==> src/hw/rtl/pfb_pkg.sv <==
// Package for the page frame buffer: geometry constants, command codes,
// request and result types, controller states and control/status bundles.
// Depends on nothing; every other file of the block imports it.
`default_nettype none

package pfb_pkg;

  localparam int COLUMNS = 128;
  localparam int PAGES   = 8;
  localparam int ROWS    = PAGES * 8;
  localparam int DEPTH   = PAGES * COLUMNS;
  localparam int ADDR_W  = $clog2(DEPTH);
  localparam int IDX_W   = 13;

  typedef logic [ADDR_W-1:0] addr_t;

  localparam logic [2:0] MODE_RD_BYTE = 3'd0;
  localparam logic [2:0] MODE_WR_BYTE = 3'd1;
  localparam logic [2:0] MODE_SET_PIX = 3'd2;
  localparam logic [2:0] MODE_GET_PIX = 3'd3;
  localparam logic [2:0] MODE_FILL    = 3'd4;
  localparam logic [2:0] MODE_ROTATE  = 3'd5;

  typedef struct packed {
    logic [2:0] mode;
    logic [7:0] column;
    logic [6:0] row;
    logic [2:0] page;
    logic [7:0] data;
    logic       pixel_value;
  } pfb_req_t;

  typedef struct packed {
    logic [7:0] read_byte;
    logic       pixel_bit;
    logic       out_of_range;
  } pfb_res_t;

  typedef enum logic [2:0] {
    ST_CLEAR,
    ST_IDLE,
    ST_ACCESS,
    ST_RESPOND,
    ST_FILL,
    ST_ROT_RD,
    ST_ROT_WLO,
    ST_ROT_WHI
  } pfb_state_t;

  typedef struct packed {
    logic load_req;
    logic ptr_init;
    logic step;
    logic rd;
    logic rot;
    logic wr_fill;
    logic zero_fill;
    logic wr_byte;
    logic wr_pix;
    logic wr_lo;
    logic wr_hi;
  } pfb_cmd_t;

  typedef struct packed {
    logic [2:0] mode;
    logic       oor;
    logic       sweep_last;
    logic       rot_last;
  } pfb_stat_t;

endpackage

`default_nettype wire

==> src/hw/rtl/pfb_ctrl.sv <==
// Controller state machine of the page frame buffer: sequences the reset
// clear, single accesses, fill sweep and rotate swap loop.
// Depends on pfb_pkg; drives pfb_datapath through a command bundle.
`default_nettype none

module pfb_ctrl (
  input  wire                     clk,
  input  wire                     rst_n,
  input  wire                     start,
  output logic                    busy,
  output logic                    out_valid,
  input  wire pfb_pkg::pfb_stat_t stat,
  output pfb_pkg::pfb_cmd_t       cmd
);
  import pfb_pkg::*;

  pfb_state_t state_r, state_nxt;

  always_ff @(posedge clk) begin
    if (!rst_n) begin
      state_r <= ST_CLEAR;
    end else begin
      state_r <= state_nxt;
    end
  end

  always_comb begin
    state_nxt = state_r;
    case (state_r)
      ST_CLEAR: begin
        if (stat.sweep_last) state_nxt = ST_IDLE;
      end
      ST_IDLE, ST_RESPOND: begin
        state_nxt = start ? ST_ACCESS : ST_IDLE;
      end
      ST_ACCESS: begin
        case (stat.mode)
          MODE_FILL:   state_nxt = ST_FILL;
          MODE_ROTATE: state_nxt = ST_ROT_RD;
          default:     state_nxt = ST_RESPOND;
        endcase
      end
      ST_FILL: begin
        if (stat.sweep_last) state_nxt = ST_RESPOND;
      end
      ST_ROT_RD:  state_nxt = ST_ROT_WLO;
      ST_ROT_WLO: state_nxt = ST_ROT_WHI;
      ST_ROT_WHI: begin
        state_nxt = stat.rot_last ? ST_RESPOND : ST_ROT_RD;
      end
      default: state_nxt = ST_CLEAR;
    endcase
  end

  always_comb begin
    cmd       = '0;
    busy      = 1'b1;
    out_valid = 1'b0;
    case (state_r)
      ST_CLEAR: begin
        cmd.wr_fill   = 1'b1;
        cmd.zero_fill = 1'b1;
        cmd.step      = 1'b1;
      end
      ST_IDLE: begin
        busy         = 1'b0;
        cmd.load_req = start;
        cmd.ptr_init = start;
      end
      ST_ACCESS: begin
        cmd.rd      = 1'b1;
        cmd.wr_byte = stat.mode == MODE_WR_BYTE && !stat.oor;
      end
      ST_RESPOND: begin
        // The pixel write-back lands at the same edge a new request loads.
        busy         = 1'b0;
        out_valid    = 1'b1;
        cmd.wr_pix   = stat.mode == MODE_SET_PIX && !stat.oor;
        cmd.load_req = start;
        cmd.ptr_init = start;
      end
      ST_FILL: begin
        cmd.wr_fill = 1'b1;
        cmd.step    = 1'b1;
      end
      ST_ROT_RD: begin
        cmd.rd  = 1'b1;
        cmd.rot = 1'b1;
      end
      ST_ROT_WLO: begin
        cmd.wr_lo = 1'b1;
      end
      ST_ROT_WHI: begin
        cmd.wr_hi = 1'b1;
        cmd.step  = !stat.rot_last;
      end
      default: begin
        busy = 1'b1;
      end
    endcase
  end

`ifndef SYNTHESIS
  a_reset_clears: assert property (@(posedge clk)
    !rst_n |=> busy)
    else $error("block not busy clearing after reset");
  a_accept_busy: assert property (@(posedge clk) disable iff (!rst_n)
    (start && !busy) |=> busy)
    else $error("request accepted but block not busy");
  a_single_strobe: assert property (@(posedge clk) disable iff (!rst_n)
    out_valid |=> !out_valid)
    else $error("result strobe longer than one cycle");
  a_strobe_idle: assert property (@(posedge clk) disable iff (!rst_n)
    out_valid |-> (!busy && !cmd.wr_fill && !cmd.wr_lo && !cmd.wr_hi))
    else $error("result shown while a sweep is still running");
`endif

endmodule

`default_nettype wire

==> config.mk <==
export PLATFORM = sky130hd
export DESIGN_NAME = pfb_ctrl
export DESIGN_NICKNAME = d
export VERILOG_FILES = /design/src/hw/rtl/pfb_pkg.sv /design/src/hw/rtl/pfb_ctrl.sv
export SDC_FILE = /design/constraint.sdc
export NUM_CORES = 1
export LEC_CHECK = 0
export BUFFER_PORTS_ARGS = -buffer_cell sky130_fd_sc_hd__buf_2
export CORE_AREA = 5 5 42 44
export DETAILED_ROUTE_END_ITERATION = 16
export DIE_AREA = 0 0 47 49
export PLACE_DENSITY_LB_ADDON = 0.15
export SYNTH_ARGS = -nofsm -noshare
export SYNTH_HDL_FRONTEND = slang
export SYNTH_SLANG_ARGS = --single-unit
==> constraint.sdc <==
create_clock -name clk -period 1.4 [get_ports clk]
set_input_delay 0.28 -clock clk [delete_from_list [all_inputs] [get_ports clk]]
set_output_delay 0.28 -clock clk [all_outputs]
set_load 0.005 [all_outputs]
# Word-level counts from Yosys, hierarchy flattened
# Cells that the tools add are included.
dict set report word_totals {
  register_bits 3
}
dict set report op_classes {
  n_reduce_logical 9
  muxes 18
  n_eq_ne 13
}
# cell n
set op_table {}
lappend op_table {{$pmux 3 s7} 1}
lappend op_table {{$eq 3x3->1 const B} 6}
lappend op_table {{$mux 1} 10}
lappend op_table {{$eq 3x2->1 const B} 3}
lappend op_table {{$mux 3} 3}
lappend op_table {{$eq 3x1->1 const B} 2}
lappend op_table {{$pmux 3 s2} 1}
lappend op_table {{$reduce_or 2->1} 3}
lappend op_table {{$mux 2} 2}
lappend op_table {{$ne 2x2->1 const B} 2}
lappend op_table {{$logic_not 3->1} 1}
lappend op_table {{$logic_and 1x1->1} 2}
lappend op_table {{$logic_not 1->1} 2}
lappend op_table {{$pmux 1 s2} 1}
lappend op_table {{$reduce_and 2->1} 1}

# Depth between registers and ports, before layout
# Gate-level depths: netlist of the first run.
dict set report depth {
  ltp_word 3
  ltp_mapped 5
}

# Worst setup path before layout of the first run
# OpenSTA, ideal clock, no wires.
dict set report synth_path {
  path_kind {flip-flop to output port}
  startpoint {reg state_r[1]}
  endpoint {out cmd[3] in the netlist's numbering}
  t_arrival_ns 1.033
  setup_slack_ns 0.087
  stages_incl_launch_ff 4
  path_cell_list {dfxtp_1 inv_2 or3_1 and4bb_2}
}
# item line_no
set synth_lines {}
lappend synth_lines {{from (decl)} pfb_ctrl.sv:17} ;# pfb_state_t state_r, state_nxt;
lappend synth_lines {{from (signal assigned)} pfb_ctrl.sv:23} ;# state_r <= state_nxt;
lappend synth_lines {{to (decl)} pfb_ctrl.sv:13} ;# output pfb_pkg::pfb_cmd_t cmd

==> results of run 1 <==
final cells by class:
type                            count  area, µm²  area share, %
Timing Repair Buffer               37        277           41.5
Inverter                            3       11.3           1.69
Clock buffer                        4       26.3           3.94
Sequential cell                     3       63.8           9.57
Tap cell                           16       20.0           3.00
Multi-Input combinational cell     35        269           40.3
placed cells by master (no fill, tap or decap):
cell type / instances
sky130_fd_sc_hd__nor3_4: 1
sky130_fd_sc_hd__clkbuf_4: 3
sky130_fd_sc_hd__o311a_1: 2
sky130_fd_sc_hd__and3_4: 1
sky130_fd_sc_hd__and4bb_2: 1
sky130_fd_sc_hd__o22ai_1: 1
sky130_fd_sc_hd__or3_4: 1
sky130_fd_sc_hd__o21ai_0: 1
sky130_fd_sc_hd__buf_8: 1
sky130_fd_sc_hd__nor2_4: 2
sky130_fd_sc_hd__buf_2: 19
sky130_fd_sc_hd__o21ai_2: 1
sky130_fd_sc_hd__o211a_1: 1
sky130_fd_sc_hd__nand2b_4: 1
sky130_fd_sc_hd__nor3_1: 1
sky130_fd_sc_hd__nor3b_2: 1
sky130_fd_sc_hd__nand2_2: 1
sky130_fd_sc_hd__o21a_1: 1
sky130_fd_sc_hd__a21oi_1: 1
sky130_fd_sc_hd__nand2b_1: 1
sky130_fd_sc_hd__nor2b_1: 1
sky130_fd_sc_hd__inv_2: 1
sky130_fd_sc_hd__nor2_1: 4
sky130_fd_sc_hd__a21boi_0: 2
sky130_fd_sc_hd__buf_4: 9
sky130_fd_sc_hd__nor2_2: 2
sky130_fd_sc_hd__inv_1: 2
sky130_fd_sc_hd__nand2_1: 4
sky130_fd_sc_hd__dfxtp_2: 3
sky130_fd_sc_hd__buf_6: 7
sky130_fd_sc_hd__a211oi_1: 1
sky130_fd_sc_hd__and4b_1: 1
sky130_fd_sc_hd__buf_12: 1
sky130_fd_sc_hd__a21o_1: 1
sky130_fd_sc_hd__clkbuf_1: 1
cell families (layout without fill, tap and decap cells):
kind of cell / after synthesis / count (layout) / synth area share (%)
AO/OA/AOI/OAI: 12 / 12 / 29.3
flip-flops: 3 / 3 / 19.8
AND/OR/NAND/NOR: 23 / 23 / 39.7
buffers and inverters: 7 / 44 / 11.2
timing repair:
item                                    CTS  global route
resized for setup                        20            13
endpoints found under the setup margin    6            13
gates cloned                              1             0
hold endpoints to repair                  0             0
pin swaps                                 9             7
setup buffers                             9             6
path summary, 6_finish.rpt:
path / endpoint / cells after the start
max: cmd[3] / 4
min: state_r[1]$_SDFFE_PN0P_ / 2
max reg2reg: state_r[2]$_SDFFE_PN0P_ / 8
min reg2reg: state_r[0]$_SDFFE_PN0P_ / 2
power by group through the flow:
stage | clock network (mW) | registers (mW) | logic, mW
after floorplan | 0 | 0.107 | 0.118
after global placement | 0 | 0.105 | 0.204
after detailed placement | 0 | 0.104 | 0.203
after CTS | 0.162 | 0.107 | 0.297
after global routing | 0.168 | 0.110 | 0.371
final | 0.152 | 0.109 | 0.340
per-stage QoR:
stage	power (mW)	setup TNS, ns	hold slack [ns]	util [%]	cells
after global placement	0.309	-0.0165	0.556	31.1	82
after CTS	0.566	-1.10	0.301	43.4	96
final	0.600	-0.569	0.307	47.6	98
after global routing	0.648	-1.01	0.304	47.6	98
after floorplan	0.226	0	0.411	-	45
after detailed placement	0.307	-0.0286	0.560	31.1	82
per-layer routing:
metal	track usage [%]	vias up	wire, µm
met5	0	-	0
met4	2.76	0	0
met3	4.06	0	92
met2	18.6	14	592
met1	12.3	209	479
li1	-	231	-
==> reports/results.md, run 1 <==
• complete, but fails checks — result of the run
• negative setup slack — failing checks
• sky130_fd_sc_hd__dfxtp_2 — slowest stage cell on the critical path
• true — unrepaired setup endpoints after global routing
• 0 — initial antenna violation count
• 19.8% — Seq/Total Area, Yosys
• 25.3% — clock share of power
• state_r[1]$_SDFFE_PN0P_ — reg-to-reg critical path startpoint
• done — CTS tree
• 4 — DRC violation total after the first TritonRoute iteration
• 0 — # diodes
• 33.9% — switching part of the total power
• 0 — final slew viol count
• 85.8% — worst slew margin relative to its limit
• 0 — grt ovf
• 0.203 mW — switching power
• 0 — YS warnings
• 2 — number of search-and-repair iterations in the first detailed-routing pass
• 0.496 mV — largest vdd supply drop
• 0.00140 mm² — core area
• 0 — count of maximum capacitance violations
• 0.00230 mm² — die area
• 92 — Post-layout nets
• 21.6% — Initial Utilization
• 14 — maximum number of pins on one net before global-route repair
• 47 µm — horizontal die dimension
• flip-flop to primary output — critical path class
• 149 — Filler cells
• 14 — # rows
• 435 µm² — instance area after placement
• state_r x3 — leading registers by flop count
• 2 — CTS Buffer Depth
• 0.757 — placer's final routability congestion estimate
• 0.629 GHz — Fmax
• 900 mW/mm² — Cell Pwr Density
• 45 — number of instances in the synthesized netlist
• 56.6% — combinational power share
• 0.347 nW — leakage power
• 1.59 ns — min Tclk post-route
• sky130_fd_sc_hd__dfxtp_1 20%, sky130_fd_sc_hd__nor2_1 9.9%, sky130_fd_sc_hd__o311a_1 6.6% — top area cells in the synthesized netlist
• 0 — number of enable flip-flop cells after synthesis
• 10.9% — GRT Overall Usage
• state_r — register containing the most flip-flops in the final layout
• 18.2% — sequential share of power
• 3 — post-synthesis sequential element count
• 1 — total number of H-tree levels
• rst_n — min-delay src
• 0.23 ns — later-pin clock latency in the skew report
• 0.397 mW — internal portion of total power
• 6.73 µm² — average instance area after synthesis
• 1.16 mm — post-detailed-routing wire length
• 3 — Largest register FFs
• 3 — number of clock sinks
• 0.00189 ns — maximum clock skew at final layout
• 667 µm² — post-route design area
• 0.33 ns — delay of the slowest critical-path stage
• 428 — vias in the first global route
• 0 — Antenna Violating Nets Remaining
• 0.04 ns — clock slew seen by the registers of the worst setup and hold paths
• 0% — proportion of synthesized flip-flops having asynchronous set or reset
• 54 — Synthesized Nets
• 2 — count of buffering cells on the critical path with inverters included
• 454 — via count
• -0.0286 ns — minimum setup slack after placement
• 114% — fin crit share
• state_r[1]$_SDFFE_PN0P_ — source of the critical timing path
• 0.212 ns — Worst Max-Slew Pin Slew
• 0 — Residual DRC
• 68.3% — fraction of final layout cells sized beyond drive strength 1
• 303 µm² — synthesized area
• 4.63 — ratio of routed vias to standard cells
• 8 x sky130_fd_sc_hd__nor2_1, 5 x sky130_fd_sc_hd__nand2_1, 3 x sky130_fd_sc_hd__buf_2, 3 x sky130_fd_sc_hd__dfxtp_1 — commonest cells in the netlist
• input port to flip-flop — Hold Crit Class
• 1.87 mm — global-route wire length before repair
• 1.31 ns — crit path DAT
• 3 — TritonCTS Buffers
• 19.8% — Yosys top cell area share
• 120% — synthesis-to-finish area growth
• primary output — category of the worst setup path capture point
• 21 — IO buf count
• 6 — Setup-failing EPs final
• -0.190 ns — setup slack after layout
• 0 — count of hold-fix buffers inserted at cts
• 11.9 µm — WL per Instance
• flip-flop — crit start category
• 0 — count of final hold-check violations
• 1.12 ns — required time at the worst-slack endpoint
• sky130_fd_sc_hd__dfxtp_1 — Yosys top cell by area
• 22 — num ports
• sky130_fd_sc_hd__dfxtp_1 — Top FF cell, synth
• inv_2 -> or3_4 -> and4bb_2 -> buf_6 — list of cells traversed by the critical path
• 2 — Critical Path Fanout Max
• 0.08 ns — reg-to-reg slack, setup
• sky130_fd_sc_hd__nor2_1 — library cell with the highest instance count after synthesis
• 49 µm — Vert. Die Dim
• sky130_fd_sc_hd__clkbuf_4 — CTS root buf
• 24 — Synth cell types
• simple AND/OR/NAND/NOR gates — category of cells accounting for the largest share of critical-path delay
(Power assumes the default switching activity.)
==> run 2: changes to the inputs <==
RECOVER_POWER = 50   (was unset)
==> run 2 against run 1 <==
Net effect:
- routed wire length unchanged
- critical path depth unchanged
- clock skew unchanged
- die area unchanged
- final cell count unchanged
- worst setup slack unchanged
- the flow still finishes with violations (negative setup slack)
- register-to-register slack about the same
- power decreased by 0.48%
==> reports/results.md, run 2 (same netlist as run 1, synthesis figures left out) <==
• 3 — Largest register FFs, unchanged
• 10.9% — GRT Overall Usage, unchanged
• 11.9 µm — WL per Instance, unchanged
• 0 — Antenna Violating Nets Remaining, unchanged
• 0.307 ns — worst hold margin, unchanged
• input port to flip-flop — Hold Crit Class, unchanged
• 22 — num ports, unchanged
• 0 — grt ovf, unchanged
• sky130_fd_sc_hd__clkbuf_4 — CTS root buf, unchanged
• 63.8 µm² — Seq. cell area, unchanged
• 0.00230 mm² — die area, unchanged
• negative setup slack — failing checks, unchanged
• flip-flop — crit start category, unchanged
• -0.190 ns — setup slack after layout, unchanged
• 21.6% — Initial Utilization, unchanged
• 12.3% — global-route track usage on met1, unchanged
• 18.6% — GRT met2 Usage, unchanged
• complete, but fails checks — result of the run, unchanged
• 14 — maximum number of pins on one net before global-route repair, unchanged
• met2 — global route hottest layer, unchanged
• 92 — Post-layout nets, unchanged
• 0.00189 ns — maximum clock skew at final layout, unchanged
• 3 — number of clock sinks, unchanged
• 1.87 mm — global-route wire length before repair, unchanged
• 149 — Filler cells, unchanged
• 0.629 GHz — Fmax, unchanged
• 0 — count of hold-fix buffers inserted at cts, unchanged
• 428 — vias in the first global route, unchanged
• 454 — via count, unchanged
• 2 — number of search-and-repair iterations in the first detailed-routing pass, unchanged
• 14 — # rows, unchanged
• 47 µm — horizontal die dimension, unchanged
• 0.23 ns — later-pin clock latency in the skew report, about the same
• 0.00140 mm² — core area, unchanged
• 0 — # diodes, unchanged
• state_r x3 — leading registers by flop count, unchanged
• 6 — Setup-failing EPs final, unchanged
• 114% — fin crit share, unchanged
• 4.63 — ratio of routed vias to standard cells, unchanged
• 85.8% — worst slew margin relative to its limit, unchanged
• 0.346 nW — leakage power, was 0.347 nW
• 1.59 ns — min Tclk post-route, unchanged
• 1.16 mm — post-detailed-routing wire length, unchanged
• 901 mW/mm² — Cell Pwr Density, was 900 mW/mm²
• 21 — IO buf count, unchanged
• 98 — non-filler cells in the finished layout, unchanged
• true — unrepaired setup endpoints after global routing, unchanged
• 0.04 ns — clock slew seen by the registers of the worst setup and hold paths, about the same
• 0.496 mV — largest vdd supply drop, about the same
• 119% — synthesis-to-finish area growth, was 120%
• 82 — number of instances in the placed design, unchanged
• 1 — total number of H-tree levels, unchanged
• 2 — CTS Buffer Depth, unchanged
• 0 — count of maximum capacitance violations, unchanged
• done — CTS tree, unchanged
• 1.31 ns — crit path DAT, about the same
• 19 x sky130_fd_sc_hd__buf_2, 9 x sky130_fd_sc_hd__buf_4, 8 x sky130_fd_sc_hd__buf_6 — most frequent cells in the layout, was 19 x sky130_fd_sc_hd__buf_2, 9 x sky130_fd_sc_hd__buf_4, 7 x sky130_fd_sc_hd__buf_6
• 0 — initial antenna violation count, unchanged
• 4 — DRC violation total after the first TritonRoute iteration, unchanged
• 68.3% — fraction of final layout cells sized beyond drive strength 1, unchanged
• 2 — Critical Path Fanout Max, unchanged
• 0.212 ns — Worst Max-Slew Pin Slew, unchanged
• primary output — category of the worst setup path capture point, unchanged
• 0.757 — placer's final routability congestion estimate, unchanged
• 3 — TritonCTS Buffers, unchanged
• 0 — final slew viol count, unchanged
• 0 — Residual DRC, unchanged
• 269 µm² — Multi-input gate area, unchanged
• 49 µm — Vert. Die Dim, unchanged
• 1.12 ns — required time at the worst-slack endpoint, about the same
• 4.06% — M3 GR Usage, unchanged
• state_r — register containing the most flip-flops in the final layout, unchanged
• flip-flop to primary output — critical path class, unchanged
• sky130_fd_sc_hd__buf_2 — most frequent standard cell in the layout excluding fill and tap cells, unchanged
• 0 — count of final hold-check violations, unchanged
==> run 2: cell types whose count changed in the layout (fill, tap and decap cells not counted) <==
cell	before	now
sky130_fd_sc_hd__buf_6	7	8
sky130_fd_sc_hd__buf_8	1	0
==> run 2: per-layer routing <==
metal | part of all wire (%) | vias to the layer above
li1 | - | 231
met1 | 41 | 209
met2 | 51 | 14
met3 | 7.9 | 0
met4 | 0 | 0
met5 | 0 | -
==> run 2: worst max-delay path, cell delays in order (launching register included) <==
cell and delay [ns]:
sky130_fd_sc_hd__dfxtp_2 0.33, sky130_fd_sc_hd__inv_2 0.04, sky130_fd_sc_hd__or3_4 0.32, sky130_fd_sc_hd__and4bb_2 0.30
sky130_fd_sc_hd__buf_6 0.09
==> run 2: final timing paths <==
kind | start | to | slack (ns) | depth (start not counted)
worst max-delay path | state_r[1]$_SDFFE_PN0P_ | cmd[3] | -0.19 | 4
worst min-delay path | rst_n | state_r[1]$_SDFFE_PN0P_ | 0.31 | 2
worst max register to register | state_r[1]$_SDFFE_PN0P_ | state_r[2]$_SDFFE_PN0P_ | 0.07 | 8
worst min register to register | state_r[0]$_SDFFE_PN0P_ | state_r[0]$_SDFFE_PN0P_ | 0.65 | 2
==> run 2: final cells by class <==
cell class                 instances  area share (%)
timing repair buffer              37            41.1
multi-input combinational         35            40.6
sequential                         3            9.62
clock buffer                       4            3.96
tap                               16            3.02
inverter                           3            1.70
==> run 2: where the power goes <==
part / internal (mW) / total, mW / switching [mW]
sequential: 0.100 / 0.109 / 0.00865
clock: 0.107 / 0.152 / 0.0450
combinational: 0.188 / 0.337 / 0.149
total: 0.395 / 0.598 / 0.203
==> run 2: through the flow <==
step / TNS, ns / worst slack, ns / cell area (µm²) / total power [mW] / utilization, %
after floorplan: 0 / 0.0874 / 303 / 0.226 / -
after global placement: -0.0165 / -0.0165 / 435 / 0.309 / 31.1
after detailed placement: -0.0286 / -0.0286 / 435 / 0.307 / 31.1
after CTS: -1.10 / -0.229 / 608 / 0.566 / 43.4
after global routing: -1.02 / -0.235 / 663 / 0.645 / 47.3
final: -0.581 / -0.190 / 663 / 0.598 / 47.3
==> run 2: repair_timing <==
action | 4_1_cts | 5_1_grt
endpoints found under the setup margin | 6 | 13
cloned | 1 | 0
resized for setup | 20 | 13
pin swaps | 9 | 7
buffers inserted | 9 | 6
==> run 3: changes to the inputs <==
ABC_AREA = 1   (was unset)
CORE_AREA = 2 2 39 41   (was 5 5 42 44)
DIE_AREA = 0 0 41 43   (was 0 0 47 49)
==> run 3 against run 2 <==
Net effect:
- the flow now finishes without violations
- sequential power shrank 7%
- first-iteration DRC count grew 100%
- power shrank 41%
- synthesized area grew 5.4%
- core utilization shrank 11 points
- design area shrank 24%
- clock skew grew 0.0015 ns
- global-route usage shrank 0.37 points
- non-clock buffer count shrank 15
- sequential share of layout area grew 4.5 points
- critical path type unchanged
==> reports/results.md, run 3 <==
• finished, final reports clean — result of the run, was complete, but fails checks
• 0 — final slew viol count, unchanged
• 92 — Post-layout nets, unchanged
• 4.10 — ratio of routed vias to standard cells, was 4.63
• 0.37 ns — delay of the slowest critical-path stage, was 0.33 ns
• 3 — Worst Hold Path Cells, was 2
• 0.303 nW — leakage power, was 0.346 nW
• 3 — number of search-and-repair iterations in the first detailed-routing pass, was 2
• sky130_fd_sc_hd__clkbuf_4 — CTS root buf, unchanged
• 0.00340 ns — maximum clock skew at final layout, was 0.00189 ns
• 3 — TritonCTS Buffers, unchanged
• 17 — Synth cell types, was 24
• 0% — proportion of synthesized flip-flops having asynchronous set or reset, unchanged
• 43 µm — Vert. Die Dim, was 49 µm
• 58.4% — synthesis-to-finish area growth, was 119%
• 31.1% — switching part of the total power, was 33.9%
• 0.241 mW — internal portion of total power, was 0.395 mW
• 0 — YS warnings, unchanged
• 0.23 ns — later-pin clock latency in the skew report, about the same
• 7 — Critical Path Fanout Max, was 2
• 18.8% — Seq/Total Area, Yosys, was 19.8%
• flip-flop — crit start category, unchanged
• 433 µm² — instance area after placement, was 435 µm²
• sky130_fd_sc_hd__buf_2 — most frequent standard cell in the layout excluding fill and tap cells, unchanged
• 16 x sky130_fd_sc_hd__nand2_1, 10 x sky130_fd_sc_hd__inv_1, 8 x sky130_fd_sc_hd__nor2_1, 4 x sky130_fd_sc_hd__nand3_1 — commonest cells in the netlist, was 8 x sky130_fd_sc_hd__nor2_1, 5 x sky130_fd_sc_hd__nand2_1, 3 x sky130_fd_sc_hd__buf_2, 3 x sky130_fd_sc_hd__dfxtp_1
• 23.1% — Initial Utilization, was 21.6%
• state_r[0]$_SDFFE_PN0P_ — Worst Hold Endpoint, was state_r[1]$_SDFFE_PN0P_
• sky130_fd_sc_hd__nand2_1 — library cell with the highest instance count after synthesis, was sky130_fd_sc_hd__nor2_1
• 0.365 mV — largest vdd supply drop, was 0.496 mV
• 29.0% — sequential share of power, was 18.3%
• 21 — IO buf count, unchanged
• 0.46 ns — reg-to-reg slack, setup, was 0.07 ns
• 505 µm² — post-route design area, was 663 µm²
• 10.5% — GRT Overall Usage, was 10.9%
• inv_6 -> nand3_4 -> nor4_2 -> buf_2 — list of cells traversed by the critical path, was inv_2 -> or3_4 -> and4bb_2 -> buf_6
• state_r[2]$_SDFFE_PN0P_ — endpoint of the worst register-to-register path, unchanged
• 5 — path depth of the worst reg2reg path, was 8
• 162 — Filler cells, was 149
• 0 — grt ovf, unchanged
• 0.755 GHz — Fmax, was 0.629 GHz
• rst_n — min-delay src, unchanged
• 0 — number of enable flip-flop cells after synthesis, unchanged
• 0 — count of maximum capacitance violations, unchanged
• 0.00138 mm² — core area, was 0.00140 mm²
• 58 — number of instances in the synthesized netlist, was 45
• 67 — Synthesized Nets, was 54
• 1 — total number of H-tree levels, unchanged
• 0 — Residual DRC, unchanged
• 861 µm — post-detailed-routing wire length, was 1.16 mm
• sky130_fd_sc_hd__dfxtp_1 — Yosys top cell by area, unchanged
• 0.109 mW — switching power, was 0.203 mW
• 0.185 ns — Worst Max-Slew Pin Slew, was 0.212 ns
• 0 — count of hold-fix buffers inserted at cts, unchanged
• 2 — CTS Buffer Depth, unchanged
• 46.3% — fraction of final layout cells sized beyond drive strength 1, was 68.3%
• 0 — Setup-failing EPs final, was 6
• 0 — count of final hold-check violations, unchanged
• input port to flip-flop — Hold Crit Class, unchanged
• 0.03 ns — clock slew seen by the registers of the worst setup and hold paths, was 0.04 ns
• 87.6% — worst slew margin relative to its limit, was 85.8%
• 3 — Largest register FFs, unchanged
• 1.12 ns — required time at the worst-slack endpoint, about the same
• 0.707 — placer's final routability congestion estimate, was 0.757
• 8.79 µm — WL per Instance, was 11.9 µm
• state_r — register containing the most flip-flops in the final layout, unchanged
• 42.5% — clock share of power, was 25.4%
• state_r[1]$_SDFFE_PN0P_ — reg-to-reg critical path startpoint, unchanged
• 696 µm — half-perimeter wire length after detailed placement
• 5.50 µm² — average instance area after synthesis, was 6.73 µm²
• 1.32 ns — min Tclk post-route, was 1.59 ns
• done — CTS tree, unchanged
• 1.30 mm — global-route wire length before repair, was 1.87 mm
• 3 — number of clock sinks, unchanged
• flip-flop to primary output — critical path class, unchanged
• 22 — num ports, unchanged
• 14 — # rows, unchanged
• 0 — # diodes, unchanged
• 402 — via count, was 454
• 0.00176 mm² — die area, was 0.00230 mm²
• 18.8% — Yosys top cell area share, was 19.8%
• true — unrepaired setup endpoints after global routing, unchanged
• 21 x sky130_fd_sc_hd__buf_2, 15 x sky130_fd_sc_hd__nand2_1, 10 x sky130_fd_sc_hd__inv_1 — most frequent cells in the layout, was 19 x sky130_fd_sc_hd__buf_2, 9 x sky130_fd_sc_hd__buf_4, 8 x sky130_fd_sc_hd__buf_6
• 3 — post-synthesis sequential element count, unchanged
• 0.350 mW — Total Power, was 0.598 mW
• 94.6% — fin crit share, was 114%
• sky130_fd_sc_hd__dfxtp_1 — Top FF cell, synth, unchanged
• 319 µm² — synthesized area, was 303 µm²
• primary output — category of the worst setup path capture point, unchanged
• 28.5% — combinational power share, was 56.3%
• sky130_fd_sc_hd__dfxtp_4 — slowest stage cell on the critical path, was sky130_fd_sc_hd__dfxtp_2
• 0 — Antenna Violating Nets Remaining, unchanged
• 41 µm — horizontal die dimension, was 47 µm
• 1.04 ns — crit path DAT, was 1.31 ns
• 8 — maximum number of pins on one net before global-route repair, was 14
• state_r x3 — leading registers by flop count, unchanged
• sky130_fd_sc_hd__dfxtp_1 19%, sky130_fd_sc_hd__nand2_1 19%, sky130_fd_sc_hd__inv_1 12% — top area cells in the synthesized netlist, was sky130_fd_sc_hd__dfxtp_1 20%, sky130_fd_sc_hd__nor2_1 9.9%, sky130_fd_sc_hd__o311a_1 6.6%
• 8 — DRC violation total after the first TritonRoute iteration, was 4
• 0 — initial antenna violation count, unchanged
• 0.297 ns — worst hold margin, was 0.307 ns
• 693 mW/mm² — Cell Pwr Density, was 901 mW/mm²
• 339 — vias in the first global route, was 428
==> run 3: timing repair <==
action,in CTS,in global routing
setup endpoints to repair,4,3
resized for setup,5,9
buffers inserted,0,0
pin swaps,1,0
endpoints found under the hold margin,0,0
==> run 3: layout make-up <==
type                       instances  area, µm²  area share, %
multi-input combinational         41        225           44.6
sequential                         3       71.3           14.1
timing repair buffer              22        113           22.3
tap                               16       20.0           3.96
clock buffer                       4       26.3           5.20
inverter                          12       50.0           9.90
==> run 3: how the worst max path moves through the flow <==
stage                            startpoint      to  slack (ns)  depth (start not counted)
finish              state_r[2]$_SDFFE_PN0P_  cmd[3]        0.08                          4
global placement                    stat[5]  cmd[3]        0.09                          4
global route        state_r[2]$_SDFFE_PN0P_  cmd[3]      -0.007                          4
CTS                 state_r[2]$_SDFFE_PN0P_  cmd[3]       0.006                          4
floorplan                           stat[5]  cmd[3]        0.28                          2
detailed placement                  stat[5]  cmd[3]        0.07                          4
==> run 3: worst max-delay path, delay by kind of cell (launching register included) <==
family                 cells  cell delay [ns]
DFF                        1             0.37
buffers and inverters      2             0.24
and+or+nand+nor            2             0.21
==> run 3: power by group through the flow <==
| stage | clock [mW] | sequential (mW) | combinational (mW) |
|---|---|---|---|
| final | 0.149 | 0.101 | 0.0997 |
| after global routing | 0.168 | 0.103 | 0.112 |
| after CTS | 0.155 | 0.100 | 0.0940 |
| after global placement | 0 | 0.102 | 0.0933 |
| after detailed placement | 0 | 0.101 | 0.0931 |
| after floorplan | 0 | 0.0967 | 0.0615 |
==> run 3: kinds of logic after synthesis <==
family,count (synthesis),share of synthesized area [%]
AND/OR/NAND/NOR,36,53.3
buffers and inverters,14,20.0
AO/OA/AOI/OAI,5,7.84
flip-flops,3,18.8
==> run 3: stage by stage <==
step	setup WS (ns)	util, %	cells	TNS [ns]
after floorplan	0.276	-	58	0
after global placement	0.0881	31.3	94	0
after detailed placement	0.0693	31.3	94	0
after CTS	0.00585	33.8	98	0
after global routing	-0.00683	36.5	98	-0.00683
final	0.0751	36.5	98	0
==> run 3: layer usage <==
layer / up-vias / GRT usage (%) / routed length [µm]
met2: 9 / 17.5 / 446
met4: 0 / 4.00 / 0
met3: 0 / 1.57 / 43
li1: 225 / - / -
met5: - / 0 / 0
met1: 168 / 12.8 / 371
